==> src/rtl/core/drbm_pkg.sv <==
// ----------------------------------------------------------------------------
// drbm_pkg: shared types and constants
// Item layouts, queue entry, register codes and fixed-point constants of the
// delta-R best-match search.
// ----------------------------------------------------------------------------
package drbm_pkg;

  // Azimuth in radians times 2^12
  localparam logic signed [15:0] PHI_PI     = 16'sd12868;
  localparam logic signed [15:0] PHI_NEG_PI = -16'sd12868;
  localparam logic signed [15:0] PHI_TWO_PI = 16'sd25736;

  localparam logic [31:0] DIST_MAX = 32'hFFFF_FFFF;

  // Configuration register reset values
  localparam logic [30:0] DR2_LIMIT_RST = 31'd671089;
  localparam logic [15:0] PT_FACTOR_RST = 16'd768;

  localparam int CFG_IDX_W  = 1;
  localparam int CFG_DATA_W = 31;

  typedef enum logic [CFG_IDX_W-1:0] {
    CFG_DR2_LIMIT = 1'b0,
    CFG_PT_WINDOW = 1'b1
  } cfg_reg_t;

  // Queue between classification and search
  localparam int QUEUE_DEPTH = 4;
  localparam int QUEUE_PTR_W = 2;
  localparam int QUEUE_CNT_W = 3;

  typedef struct packed {
    logic first;
    logic last;
    logic valid;
  } item_flags_t;

  typedef struct packed {
    item_flags_t        flags;
    logic        [19:0] obj_pt;
    logic signed [15:0] obj_eta;
    logic signed [14:0] obj_phi;
    logic        [19:0] pt_resolution;
    logic        [19:0] cand_pt;
    logic signed [15:0] cand_eta;
    logic signed [14:0] cand_phi;
  } in_item_t;

  typedef struct packed {
    item_flags_t flags;
    logic [31:0] dr2;
    logic        qual;
  } queue_item_t;

endpackage

==> src/rtl/core/drbm_in_if.sv <==
// ----------------------------------------------------------------------------
// drbm_in_if: candidate item channel
// Valid/ready channel carrying one object/candidate pair per transfer.
// ----------------------------------------------------------------------------
interface drbm_in_if;
  logic               valid;
  logic               ready;
  logic               first_of_search;
  logic               last_of_search;
  logic               cand_valid;
  logic        [19:0] obj_pt;
  logic signed [15:0] obj_eta;
  logic signed [14:0] obj_phi;
  logic        [19:0] pt_resolution;
  logic        [19:0] cand_pt;
  logic signed [15:0] cand_eta;
  logic signed [14:0] cand_phi;

  modport source (
    output valid, first_of_search, last_of_search, cand_valid, obj_pt, obj_eta,
           obj_phi, pt_resolution, cand_pt, cand_eta, cand_phi,
    input  ready
  );
  modport sink (
    input  valid, first_of_search, last_of_search, cand_valid, obj_pt, obj_eta,
           obj_phi, pt_resolution, cand_pt, cand_eta, cand_phi,
    output ready
  );
endinterface

==> src/rtl/core/drbm_out_if.sv <==
// ----------------------------------------------------------------------------
// drbm_out_if: match result channel
// Valid/ready channel carrying one search result per transfer.
// ----------------------------------------------------------------------------
interface drbm_out_if;
  logic       valid;
  logic       ready;
  logic       match_found;
  logic [9:0] match_index;

  modport source (output valid, match_found, match_index, input ready);
  modport sink   (input valid, match_found, match_index, output ready);
endinterface

==> src/rtl/core/drbm_cfg_if.sv <==
// ----------------------------------------------------------------------------
// drbm_cfg_if: configuration write channel
// Valid/ready channel carrying a register index and write data.
// ----------------------------------------------------------------------------
interface drbm_cfg_if import drbm_pkg::*; ();
  logic                  valid;
  logic                  ready;
  logic [CFG_IDX_W-1:0]  index;
  logic [CFG_DATA_W-1:0] data;

  modport source (output valid, index, data, input ready);
  modport sink   (input valid, index, data, output ready);
endinterface

==> src/rtl/core/drbm_front.sv <==
// ----------------------------------------------------------------------------
// drbm_front: candidate classifier
// Two-stage pipeline: differences and phi wrap, then squares and pt window
// product; distance sum and cuts feed the queue.
// ----------------------------------------------------------------------------
module drbm_front import drbm_pkg::*; (
  input  logic        clk,
  input  logic        rst_n,
  input  logic        take,
  input  in_item_t    item,
  input  logic [30:0] dr2_limit,
  input  logic [15:0] pt_factor,
  output logic        push,
  output queue_item_t push_item,
  output logic [1:0]  inflight
);

  logic signed [15:0] dphi_raw;
  logic signed [15:0] dphi_wrap;
  logic        [15:0] aphi_full;
  logic signed [16:0] deta_raw;
  logic        [16:0] aeta_full;
  logic        [19:0] dpt;

  logic        s1_vld_r;
  item_flags_t s1_flags_r;
  logic [15:0] s1_aeta_r;
  logic [13:0] s1_aphi_r;
  logic [19:0] s1_dpt_r;
  logic [19:0] s1_res_r;

  logic        s2_vld_r;
  item_flags_t s2_flags_r;
  logic [31:0] s2_eta_sq_r;
  logic [27:0] s2_phi_sq_r;
  logic [27:0] s2_lhs_r;
  logic [35:0] s2_rhs_r;

  logic [32:0] dr2_sum;
  logic [31:0] dr2_val;

  always_comb begin
    dphi_raw = {item.cand_phi[14], item.cand_phi} - {item.obj_phi[14], item.obj_phi};
    // One 2*pi step covers the whole input range
    if (dphi_raw > PHI_PI) begin
      dphi_wrap = dphi_raw - PHI_TWO_PI;
    end else if (dphi_raw < PHI_NEG_PI) begin
      dphi_wrap = dphi_raw + PHI_TWO_PI;
    end else begin
      dphi_wrap = dphi_raw;
    end
    aphi_full = dphi_wrap[15] ? 16'(-dphi_wrap) : 16'(dphi_wrap);

    deta_raw  = {item.cand_eta[15], item.cand_eta} - {item.obj_eta[15], item.obj_eta};
    aeta_full = deta_raw[16] ? 17'(-deta_raw) : 17'(deta_raw);

    dpt = (item.cand_pt >= item.obj_pt) ? (item.cand_pt - item.obj_pt)
                                        : (item.obj_pt - item.cand_pt);
  end

  always_ff @(posedge clk) begin
    if (!rst_n) begin
      s1_vld_r <= 1'b0;
      s2_vld_r <= 1'b0;
    end else begin
      s1_vld_r <= take;
      s2_vld_r <= s1_vld_r;
    end
  end

  always_ff @(posedge clk) begin
    s1_flags_r  <= item.flags;
    s1_aeta_r   <= aeta_full[15:0];
    s1_aphi_r   <= aphi_full[13:0];
    s1_dpt_r    <= dpt;
    s1_res_r    <= item.pt_resolution;

    s2_flags_r  <= s1_flags_r;
    s2_eta_sq_r <= s1_aeta_r * s1_aeta_r;
    s2_phi_sq_r <= s1_aphi_r * s1_aphi_r;
    s2_lhs_r    <= {s1_dpt_r, 8'd0};
    s2_rhs_r    <= pt_factor * s1_res_r;
  end

  always_comb begin
    dr2_sum = {1'b0, s2_eta_sq_r} + {5'd0, s2_phi_sq_r};
    dr2_val = dr2_sum[32] ? DIST_MAX : dr2_sum[31:0];

    push            = s2_vld_r;
    push_item.flags = s2_flags_r;
    push_item.dr2   = dr2_val;
    push_item.qual  = (dr2_val < {1'b0, dr2_limit}) && ({8'd0, s2_lhs_r} < s2_rhs_r);
    inflight        = {1'b0, s1_vld_r} + {1'b0, s2_vld_r};
  end

endmodule

==> src/rtl/core/drbm_queue.sv <==
// ----------------------------------------------------------------------------
// drbm_queue: classified item queue
// Small register FIFO between the classifier and the search unit.
// ----------------------------------------------------------------------------
module drbm_queue import drbm_pkg::*; (
  input  logic                   clk,
  input  logic                   rst_n,
  input  logic                   push,
  input  queue_item_t            push_item,
  input  logic                   pop,
  output queue_item_t            head,
  output logic                   nempty,
  output logic [QUEUE_CNT_W-1:0] count
);

  queue_item_t            mem_r [QUEUE_DEPTH];
  logic [QUEUE_PTR_W-1:0] wr_ptr_r, wr_ptr_nxt;
  logic [QUEUE_PTR_W-1:0] rd_ptr_r, rd_ptr_nxt;
  logic [QUEUE_CNT_W-1:0] count_r, count_nxt;

  always_comb begin
    wr_ptr_nxt = push ? wr_ptr_r + 1'b1 : wr_ptr_r;
    rd_ptr_nxt = pop  ? rd_ptr_r + 1'b1 : rd_ptr_r;
    count_nxt  = count_r + QUEUE_CNT_W'(push) - QUEUE_CNT_W'(pop);
  end

  always_ff @(posedge clk) begin
    if (!rst_n) begin
      wr_ptr_r <= '0;
      rd_ptr_r <= '0;
      count_r  <= '0;
    end else begin
      wr_ptr_r <= wr_ptr_nxt;
      rd_ptr_r <= rd_ptr_nxt;
      count_r  <= count_nxt;
    end
  end

  always_ff @(posedge clk) begin
    if (push) begin
      mem_r[wr_ptr_r] <= push_item;
    end
  end

  assign head   = mem_r[rd_ptr_r];
  assign nempty = (count_r != '0);
  assign count  = count_r;

endmodule

==> src/rtl/core/drbm_back.sv <==
// ----------------------------------------------------------------------------
// drbm_back: running-minimum search
// Keeps the best qualifying candidate of the open search and registers the
// result on the last item.
// ----------------------------------------------------------------------------
module drbm_back import drbm_pkg::*; #(
  parameter int MAX_CANDIDATES = 1024
) (
  input  logic        clk,
  input  logic        rst_n,
  input  queue_item_t head,
  input  logic        nempty,
  output logic        pop,
  input  logic        out_ready,
  output logic        out_valid,
  output logic        match_found,
  output logic [9:0]  match_index
);

  localparam int CNT_W = $clog2(MAX_CANDIDATES + 1);
  localparam int POS_W = $clog2(MAX_CANDIDATES);
  localparam int EXT_W = (POS_W > 10) ? POS_W : 10;
  localparam logic [CNT_W-1:0] CNT_MAX = CNT_W'(MAX_CANDIDATES);

  logic [31:0]      best_dist_r, best_dist_nxt;
  logic [POS_W-1:0] best_pos_r, best_pos_nxt;
  logic             have_r, have_nxt;
  logic [CNT_W-1:0] cnt_r, cnt_nxt;

  logic             out_vld_r, out_vld_nxt;
  logic             out_found_r, out_found_nxt;
  logic [9:0]       out_idx_r, out_idx_nxt;

  logic [EXT_W-1:0] pos_ext;

  always_comb begin
    pop = nempty && (!out_vld_r || out_ready);

    best_dist_nxt = best_dist_r;
    best_pos_nxt  = best_pos_r;
    have_nxt      = have_r;
    cnt_nxt       = cnt_r;
    out_vld_nxt   = out_vld_r && !out_ready;
    out_found_nxt = out_found_r;
    out_idx_nxt   = out_idx_r;
    pos_ext       = '0;

    if (pop) begin
      // Clear first, then evaluate, then report
      if (head.flags.first) begin
        best_dist_nxt = DIST_MAX;
        best_pos_nxt  = '0;
        have_nxt      = 1'b0;
        cnt_nxt       = '0;
      end
      if (head.flags.valid && (cnt_nxt < CNT_MAX)) begin
        if (head.qual && (head.dr2 < best_dist_nxt)) begin
          best_dist_nxt = head.dr2;
          best_pos_nxt  = cnt_nxt[POS_W-1:0];
          have_nxt      = 1'b1;
        end
        cnt_nxt = cnt_nxt + 1'b1;
      end
      pos_ext = EXT_W'(best_pos_nxt);
      if (head.flags.last) begin
        out_vld_nxt   = 1'b1;
        out_found_nxt = have_nxt;
        out_idx_nxt   = have_nxt ? pos_ext[9:0] : 10'd0;
        best_dist_nxt = DIST_MAX;
        best_pos_nxt  = '0;
        have_nxt      = 1'b0;
        cnt_nxt       = '0;
      end
    end
  end

  always_ff @(posedge clk) begin
    if (!rst_n) begin
      best_dist_r <= DIST_MAX;
      best_pos_r  <= '0;
      have_r      <= 1'b0;
      cnt_r       <= '0;
      out_vld_r   <= 1'b0;
    end else begin
      best_dist_r <= best_dist_nxt;
      best_pos_r  <= best_pos_nxt;
      have_r      <= have_nxt;
      cnt_r       <= cnt_nxt;
      out_vld_r   <= out_vld_nxt;
    end
  end

  always_ff @(posedge clk) begin
    out_found_r <= out_found_nxt;
    out_idx_r   <= out_idx_nxt;
  end

  assign out_valid   = out_vld_r;
  assign match_found = out_found_r;
  assign match_index = out_idx_r;

endmodule

==> src/rtl/core/delta_r_best_match_search_core.sv <==
// An input transfer passes two classifier stages, a queue slot and the result
// register before its result appears on out_ch. Throughput: one item per cycle
// while in_ch.ready is high; in_ch.ready falls only when the queue plus the
// items in the classifier pipeline reach the queue depth of 4.
// Reset (rst_n low, synchronous): search state cleared, registers back to
// dr2_limit 671089 and pt_window_factor 768, queue and output emptied.
// ----------------------------------------------------------------------------
// delta_r_best_match_search_core: delta-R best-match search
// Streams candidates against one object and reports the closest candidate
// that passes the delta-R and pt window cuts.
// ----------------------------------------------------------------------------
module delta_r_best_match_search_core import drbm_pkg::*; #(
  parameter int MAX_CANDIDATES = 1024
) (
  input  logic      clk,
  input  logic      rst_n,
  drbm_in_if.sink   in_ch,
  drbm_out_if.source out_ch,
  drbm_cfg_if.sink  cfg_ch
);

  // Configuration registers; the user must write them only while the block is idle (not enforced here)
  logic [30:0] dr2_limit_r;
  logic [15:0] pt_factor_r;

  in_item_t    in_item;
  logic        take;
  logic        push;
  queue_item_t push_item;
  logic [1:0]  inflight;
  queue_item_t head;
  logic        nempty;
  logic        pop;
  logic [QUEUE_CNT_W-1:0] q_count;
  logic [QUEUE_CNT_W-1:0] occupancy;

  // Accept a register write on every cycle
  assign cfg_ch.ready = 1'b1;

  always_ff @(posedge clk) begin
    if (!rst_n) begin
      dr2_limit_r <= DR2_LIMIT_RST;
      pt_factor_r <= PT_FACTOR_RST;
    end else if (cfg_ch.valid) begin
      unique case (cfg_reg_t'(cfg_ch.index))
        CFG_DR2_LIMIT: dr2_limit_r <= cfg_ch.data;
        CFG_PT_WINDOW: pt_factor_r <= cfg_ch.data[15:0];
        default:       dr2_limit_r <= dr2_limit_r;
      endcase
    end
  end

  // Reserve a queue slot for every item still in the classifier, so the
  // pipeline never has to stall and ready never depends on out_ch.ready
  assign occupancy   = q_count + QUEUE_CNT_W'(inflight);
  assign in_ch.ready = (occupancy < QUEUE_CNT_W'(QUEUE_DEPTH));
  assign take        = in_ch.valid && in_ch.ready;

  always_comb begin
    in_item.flags.first  = in_ch.first_of_search;
    in_item.flags.last   = in_ch.last_of_search;
    in_item.flags.valid  = in_ch.cand_valid;
    in_item.obj_pt       = in_ch.obj_pt;
    in_item.obj_eta      = in_ch.obj_eta;
    in_item.obj_phi      = in_ch.obj_phi;
    in_item.pt_resolution = in_ch.pt_resolution;
    in_item.cand_pt      = in_ch.cand_pt;
    in_item.cand_eta     = in_ch.cand_eta;
    in_item.cand_phi     = in_ch.cand_phi;
  end

  // Front: distance and cuts for each transfer
  drbm_front u_front (
    .clk       (clk),
    .rst_n     (rst_n),
    .take      (take),
    .item      (in_item),
    .dr2_limit (dr2_limit_r),
    .pt_factor (pt_factor_r),
    .push      (push),
    .push_item (push_item),
    .inflight  (inflight)
  );

  // Queue: decouple classifier from the search and output stall
  drbm_queue u_queue (
    .clk       (clk),
    .rst_n     (rst_n),
    .push      (push),
    .push_item (push_item),
    .pop       (pop),
    .head      (head),
    .nempty    (nempty),
    .count     (q_count)
  );

  // Back: running minimum, candidate count and result register
  drbm_back #(
    .MAX_CANDIDATES (MAX_CANDIDATES)
  ) u_back (
    .clk         (clk),
    .rst_n       (rst_n),
    .head        (head),
    .nempty      (nempty),
    .pop         (pop),
    .out_ready   (out_ch.ready),
    .out_valid   (out_ch.valid),
    .match_found (out_ch.match_found),
    .match_index (out_ch.match_index)
  );

endmodule
==> src/flat_wrapper.sv <==
// flat-port wrapper written by rule: the top's interface ports become plain ports
module delta_r_best_match_search_core_flat import drbm_pkg::*;
#(
  parameter int MAX_CANDIDATES = 1024
)
  (clk, rst_n, in_ch_valid, in_ch_first_of_search, in_ch_last_of_search, in_ch_cand_valid, in_ch_obj_pt, in_ch_obj_eta, in_ch_obj_phi, in_ch_pt_resolution, in_ch_cand_pt, in_ch_cand_eta, in_ch_cand_phi, in_ch_ready, out_ch_valid, out_ch_match_found, out_ch_match_index, out_ch_ready, cfg_ch_valid, cfg_ch_index, cfg_ch_data, cfg_ch_ready);
  drbm_in_if in_ch_i ();
  drbm_out_if out_ch_i ();
  drbm_cfg_if cfg_ch_i ();
  input  logic clk;
  input  logic rst_n;
  input wire logic [$bits(in_ch_i.valid)-1:0] in_ch_valid;
  input wire logic [$bits(in_ch_i.first_of_search)-1:0] in_ch_first_of_search;
  input wire logic [$bits(in_ch_i.last_of_search)-1:0] in_ch_last_of_search;
  input wire logic [$bits(in_ch_i.cand_valid)-1:0] in_ch_cand_valid;
  input wire logic [$bits(in_ch_i.obj_pt)-1:0] in_ch_obj_pt;
  input wire logic [$bits(in_ch_i.obj_eta)-1:0] in_ch_obj_eta;
  input wire logic [$bits(in_ch_i.obj_phi)-1:0] in_ch_obj_phi;
  input wire logic [$bits(in_ch_i.pt_resolution)-1:0] in_ch_pt_resolution;
  input wire logic [$bits(in_ch_i.cand_pt)-1:0] in_ch_cand_pt;
  input wire logic [$bits(in_ch_i.cand_eta)-1:0] in_ch_cand_eta;
  input wire logic [$bits(in_ch_i.cand_phi)-1:0] in_ch_cand_phi;
  output wire logic [$bits(in_ch_i.ready)-1:0] in_ch_ready;
  output wire logic [$bits(out_ch_i.valid)-1:0] out_ch_valid;
  output wire logic [$bits(out_ch_i.match_found)-1:0] out_ch_match_found;
  output wire logic [$bits(out_ch_i.match_index)-1:0] out_ch_match_index;
  input wire logic [$bits(out_ch_i.ready)-1:0] out_ch_ready;
  input wire logic [$bits(cfg_ch_i.valid)-1:0] cfg_ch_valid;
  input wire logic [$bits(cfg_ch_i.index)-1:0] cfg_ch_index;
  input wire logic [$bits(cfg_ch_i.data)-1:0] cfg_ch_data;
  output wire logic [$bits(cfg_ch_i.ready)-1:0] cfg_ch_ready;
  assign in_ch_i.valid = in_ch_valid;
  assign in_ch_i.first_of_search = in_ch_first_of_search;
  assign in_ch_i.last_of_search = in_ch_last_of_search;
  assign in_ch_i.cand_valid = in_ch_cand_valid;
  assign in_ch_i.obj_pt = in_ch_obj_pt;
  assign in_ch_i.obj_eta = in_ch_obj_eta;
  assign in_ch_i.obj_phi = in_ch_obj_phi;
  assign in_ch_i.pt_resolution = in_ch_pt_resolution;
  assign in_ch_i.cand_pt = in_ch_cand_pt;
  assign in_ch_i.cand_eta = in_ch_cand_eta;
  assign in_ch_i.cand_phi = in_ch_cand_phi;
  assign in_ch_ready = in_ch_i.ready;
  assign out_ch_valid = out_ch_i.valid;
  assign out_ch_match_found = out_ch_i.match_found;
  assign out_ch_match_index = out_ch_i.match_index;
  assign out_ch_i.ready = out_ch_ready;
  assign cfg_ch_i.valid = cfg_ch_valid;
  assign cfg_ch_i.index = cfg_ch_index;
  assign cfg_ch_i.data = cfg_ch_data;
  assign cfg_ch_ready = cfg_ch_i.ready;
  delta_r_best_match_search_core #(.MAX_CANDIDATES(MAX_CANDIDATES)) u_core (.clk(clk), .rst_n(rst_n), .in_ch(in_ch_i), .out_ch(out_ch_i), .cfg_ch(cfg_ch_i));
endmodule
==> config.mk <==
export PLATFORM = sky130hd
export DESIGN_NAME = delta_r_best_match_search_core_flat
export DESIGN_NICKNAME = d
export VERILOG_FILES = /design/src/rtl/core/drbm_pkg.sv /design/src/rtl/core/drbm_in_if.sv /design/src/rtl/core/drbm_out_if.sv /design/src/rtl/core/drbm_cfg_if.sv /design/src/rtl/core/drbm_front.sv /design/src/rtl/core/drbm_queue.sv /design/src/rtl/core/drbm_back.sv /design/src/rtl/core/delta_r_best_match_search_core.sv /design/src/flat_wrapper.sv
export SDC_FILE = /design/constraint.sdc
export NUM_CORES = 2
export LEC_CHECK = 0
export BUFFER_PORTS_ARGS = -buffer_cell sky130_fd_sc_hd__buf_4
export CAP_MARGIN = 20
export CORE_MARGIN = 2
export CORE_UTILIZATION = 64
export CTS_BUF_LIST = sky130_fd_sc_hd__clkbuf_4 sky130_fd_sc_hd__clkbuf_8 sky130_fd_sc_hd__clkbuf_16
export CTS_CLUSTER_DIAMETER = 50
export CTS_CLUSTER_SIZE = 14
export DETAILED_ROUTE_END_ITERATION = 12
export GPL_TIMING_DRIVEN = 0
export PLACE_DENSITY_LB_ADDON = 0.3
export SYNTH_ARGS = -nofsm -noshare
export SYNTH_HDL_FRONTEND = slang
export SYNTH_SLANG_ARGS = --single-unit
==> constraint.sdc <==
create_clock -name clk -period 8.6 [get_ports clk]
set_input_delay 0.86 -clock clk [delete_from_list [all_inputs] [get_ports clk]]
set_output_delay 0.86 -clock clk [all_outputs]
set_load 0.01 [all_outputs]
After elaboration in Yosys (flattened, before gate mapping)

Memories as Yosys holds them, arrays and structs flattened. A register that Yosys moved wholly into a read port is not among the register bits.
Index checks and enable logic that the tools add are counted.

Register bits: 314
Output and inout bits: 14
Logic and storage cells: 100
RAM bits: 144
Memories: 1
Bits of input ports: 162

Memories:

| memory               | depth | width | rd ports | clocked after memory_dff | write ports | RTL line         | source |
|---|---|---|---|---|---|---|---|
| u_core.u_queue.mem_r | 4     | 36    | 1        | 1                        | 1           | drbm_queue.sv:16 | `queue_item_t mem_r [QUEUE_DEPTH];` |

Bitwise operators: 1
Magnitude comparators: 8
Multiply operators: 3
Add/sub/neg operators: 16
Multiplexer cells: 30
Reduce and logical (&&, ||, !) cells: 13

Operators by type and width:

| operator                 | count |
|---|---|
| $mux W32                 | 6 |
| $mux W16                 | 3 |
| $mux W11                 | 4 |
| $mux W10                 | 4 |
| $sub A20 B20 Y20         | 2 |
| $lt A28 B36 Y1           | 1 |
| $mul A16 B20 Y36         | 1 |
| $add A32 B28 Y33         | 1 |
| $lt A32 B31 Y1           | 1 |
| $lt A32 B32 Y1           | 1 |
| $mul A16 B16 Y32         | 1 |
| $mul A14 B14 Y28         | 1 |
| $ge A20 B20 Y1           | 1 |
| $mux W20                 | 1 |
| $sub A16 B16 Y17         | 1 |
| $add A16 B16 Y16 const B | 1 |
| $gt A16 B15 Y1 const B   | 1 |
| $lt A16 B15 Y1 const B   | 1 |
| $neg A16 Y16             | 1 |
| $sub A15 B15 Y16         | 1 |
| $sub A16 B16 Y16 const B | 1 |
| $mux W14                 | 1 |
| $neg A14 Y14             | 1 |
| $add A11 B1 Y11 const B  | 1 |
| other kinds (15)         | 33 |

Logic depth before layout (Yosys ltp)

Depth in word-level cells: 10
Gate-level depth with buffers: 27
Depth with buffers taken out: 26

By module

A second synthesis with hierarchy kept.

Cell total of the unflattened synthesis: 4723
Area total of the unflattened synthesis: 45244.6 um2

Modules (own cells, without submodules):

| module                         | times used | area each (um2) | cells each | seq. area each (um2) |
|---|---|---|---|---|
| drbm_front                     | 1          | 33739.9         | 3801       | 3843.7 |
| drbm_queue                     | 1          | 5686.7          | 230        | 4504.3 |
| drbm_back                      | 1          | 4065.1          | 480        | 1431.4 |
| delta_r_best_match_search_core | 1          | 1752.9          | 212        | 940.9 |

Worst setup path after synthesis

Ideal clock, no wire load.

Kind: reg2reg
From: reg u_core.u_front.s1_res_r[8]
To: reg u_core.u_front.s2_rhs_r[35]
Data arrival time: 6.427 ns
Data required time: 8.528 ns
Period minus slack after synthesis: 6.499 ns
Slack: 2.101 ns
Path buffers: 1
Library setup time: 0.072 ns
Cell stages (with the launch flop): 24
Path through: dfxtp_1 -> clkbuf_1 -> nand2_1 -> fa_1 -> fa_1 -> fa_1 -> fa_1 -> inv_1 -> fa_1 -> inv_1 -> fa_1 -> inv_1 -> ha_1 -> a21o_1 -> a21o_1 -> or3_1 -> o22ai_1 -> o22ai_1 -> a41oi_1 -> o21ai_0 -> a211oi_1 -> o31ai_1 -> a21oi_1 -> xnor2_1

Cells in the longest elaborated chain, start to end: 1

Ends and longest elaborated chain:

| element                  | RTL line         | source |
|---|---|---|
| start: declaration       | drbm_front.sv:30 | `logic [19:0] s1_res_r;` |
| start signal: assignment | drbm_front.sv:76 | `s1_res_r <= item.pt_resolution;` |
| $mul A16 B20 Y36         | drbm_front.sv:82 | `s2_rhs_r <= pt_factor * s1_res_r;` |
| end signal: assignment   | drbm_front.sv:82 |  |
| end: declaration         | drbm_front.sv:37 | `logic [35:0] s2_rhs_r;` |

No other way between the ends.
A chain may end at the register's enable or synchronous reset.

Final worst setup path

Same ends and word-level chain as after synthesis.

==> impl_metrics.tcl <==
set metrics [dict create \
    synth-edff-count 155 \
    grt_pass1_wl_mm 173 \
    start_util_pct 64.3 \
    synthSimpleGateAreaFrac_pct 13.7 \
    cp.required_ns 9.13 \
    rsz0062_at_grt "false" \
    maxSlewHeadroom_pct 20.9 \
    place_ws_ns 1.02 \
    busiest_layer "met2" \
    antenna_left 0 \
    most-common-layout-cells "835 x inv_1, 538 x fa_1, 516 x nand2_1" \
    syn2layout_area_growth_pct 9.43 \
    yosys.area_share.xor_xnor_pct 3.75 \
    cts_made_buffers 48 \
    post-cts-setup-buffers 0 \
    htreeDepth 2 \
    grt_max_degree 21 \
    worst_setup_path_end_kind "flip-flop" \
    clkLatencyLatePin_ns 0.63 \
    min_path_type "reg2reg" \
    grtUsageMet1_pct 39.3 \
    cts_tree "done" \
    fin_skew_ns 0.0187 \
    routedWlPerCell_um 17.9 \
    postLayoutCoreUtil_pct 70.4 \
    drc 0 \
    vias_per_cell 5.72 \
    drt_iter0_drc 2778 \
    use_met3_pct 6.94 \
    fillers 5298 \
    synthFlopType "dfxtp_1" \
    cts_resized 0 \
    hold_slack_ns 0.323 \
    io_buffers 173 \
    globalplace.congestion 0.955 \
    use_met2_pct 50.0 \
    drv_slew 0 \
    tightest_slew_ns 1.17 \
    grt_usage_pct 30.2 \
    synth_compound_area_share_pct 10.3 \
    die_h_um 269 \
    cts_hold_buf 0 \
    crit_start "u_core.u_front.s1_res_r[8]" \
    fmax_mhz 129 \
    die_x_um 269 \
    clk_pin_slew_ns 0.06 \
    final_common_cell "inv_1" \
    layout-drive-gt1-share_pct 7.47 \
    arrival_ns 8.27 \
    syn_nets 5864 \
    yosysWarnings 0 \
    grt-ovfl-total 0 \
    setup_tns_ns 0 \
    drtPass1Iterations 8 \
    io_pins 176 \
    n_antenna_cell 0 \
    yosysUniqueCellTypes 93 \
    synthAdderAreaFrac_pct 37.5 \
    crit_fanout 10 \
    dieArea_mm2 0.0722 \
    wl_mm 105 \
    ys_ff_latch 458 \
    rows 97 \
    cts.path.max_buffers 3 \
    antenna_found_initial 2 \
    finalCritPeriodShare_pct 90.0 \
    async_reset_ff_share_pct 0 \
    worst_setup_path_start_kind "flip-flop" \
    core_area_mm2 0.0697 \
    hold_viol 0 \
    syn_avg_cell_area_um2 9.57 \
    first_global_vias 34300 \
    layout_setup_ws_ns 0.858 \
    hpwl_mm 83.7 \
    crit-reg2reg-launch "u_core.u_front.s1_res_r[8]" \
    clock_sinks 458 \
    yosys-mux-area-fraction_pct 2.37 \
    vias 33700 \
    fin_crit_ns 7.74 \
    postSynthCellCount 4682 \
    synth_top_family_by_area "adder cells" \
    setup_viol 0 \
    min_from "u_core.u_front.s1_dpt_r[0]" \
    outcome "finished clean" \
    nets 6095 \
    root_buffer "clkbuf_16" \
    synth_area_mm2 0.0448 \
    ys_seq_area_share_pct 23.9 \
    cap_violations 0 \
    path_class "reg2reg" \
]
-- synthesized netlist by cell type, types with 13 or more instances --
master	number	area, µm²
fa_1	538	10800
nand2b_1	32	200
nor3_1	53	265
nand3_1	55	275
and2_1	260	1630
and3_1	27	169
or3_1	16	100
xor2_1	54	473
a31oi_1	21	131
clkbuf_1	140	526
nand4_1	25	156
a21o_1	75	563
buf_1	13	48.8
mux2i_1	16	160
nand3b_1	14	105
inv_1	835	3130
a211oi_1	13	97.6
dfxtp_1	303	6070
o21bai_1	25	188
mux4_2	36	811
xnor2_1	136	1190
nand2_1	516	1940
o21ai_0	98	490
ha_1	482	6030
or2_2	20	125
o32a_1	33	330
nor2b_1	37	231
edfxtp_1	155	4650
nor2_1	175	657
o21a_1	28	210
a21oi_1	226	1130
o211ai_1	30	225
-- sequential cells by signal, indices dropped and copies added, names as in the netlist, 27 cells and up, named ones only --
signal                      count
u_core.dr2_limit_r             31
u_core.u_back.best_dist_r      32
u_core.u_front.s2_eta_sq_r     31
u_core.u_front.s2_phi_sq_r     27
u_core.u_front.s2_rhs_r        36
u_core.u_queue.mem_r          144
-- routing by layer --
metal,vias up,part of all wire (%)
li1,15700,-
met1,16500,40
met2,1248,47
met3,267,8.8
met4,4,3.6
met5,-,0.026
-- through the flow --
step	instances	cell area [µm²]
6_report	5890	49000
2_1_floorplan	4682	44800
3_3_place_gp	5795	47300
5_1_grt	5890	49000
3_5_place_dp	5801	47400
4_1_cts	5888	49000
-- worst paths after layout --
path / cells past startpoint / endpoint / slack (ns)
worst max-delay path: 23 / u_core.u_front.s2_rhs_r[35] / 0.86
worst max register to register: 23 / u_core.u_front.s2_rhs_r[35] / 0.86
worst min register to register: 0 / u_core.u_front.s2_lhs_r[8] / 0.32
worst min-delay path: 0 / u_core.u_front.s2_lhs_r[8] / 0.32
-- logic make-up after synthesis --
group                    after synthesis
AND/OR/NAND/NOR                     1266
other                                  1
AO/OA/AOI/OAI                        687
adder cells (fa/ha/maj)             1020
flip-flops                           458
XOR/XNOR                             191
buffers and inverters                999
multiplexers                          60
-- worst max-delay path, cell delays in order, from the launching register on --
cell and delay [ns]:
dfxtp_1 0.63, clkbuf_1 0.56, nand2_1 0.17, fa_1 0.58
fa_1 0.45, fa_1 0.49, fa_1 0.51, inv_1 0.06
fa_1 0.53, inv_1 0.05, fa_1 0.52, inv_1 0.04
ha_1 0.37, a21o_1 0.21, a21o_1 0.21, or3_1 0.31
o22ai_1 0.22, o22ai_1 0.20, a41oi_1 0.36, o21ai_0 0.23
a211oi_1 0.42, o31ai_1 0.15, a21oi_1 0.19, xnor2_1 0.15
-- area by class of cell --
type	count	area, µm²	area share (%)
buffer	162	628	1.28
clock buffer	64	1330	2.72
clock inverter	23	279	0.569
inverter	837	3140	6.41
multi-input combinational	3225	30300	61.8
sequential	458	10700	21.9
tap	940	1180	2.40
timing repair buffer	181	1430	2.92
Power is left out: the tool's default activity adds up to more than one toggle a clock period on the data nets, which glitch-free logic cannot reach.
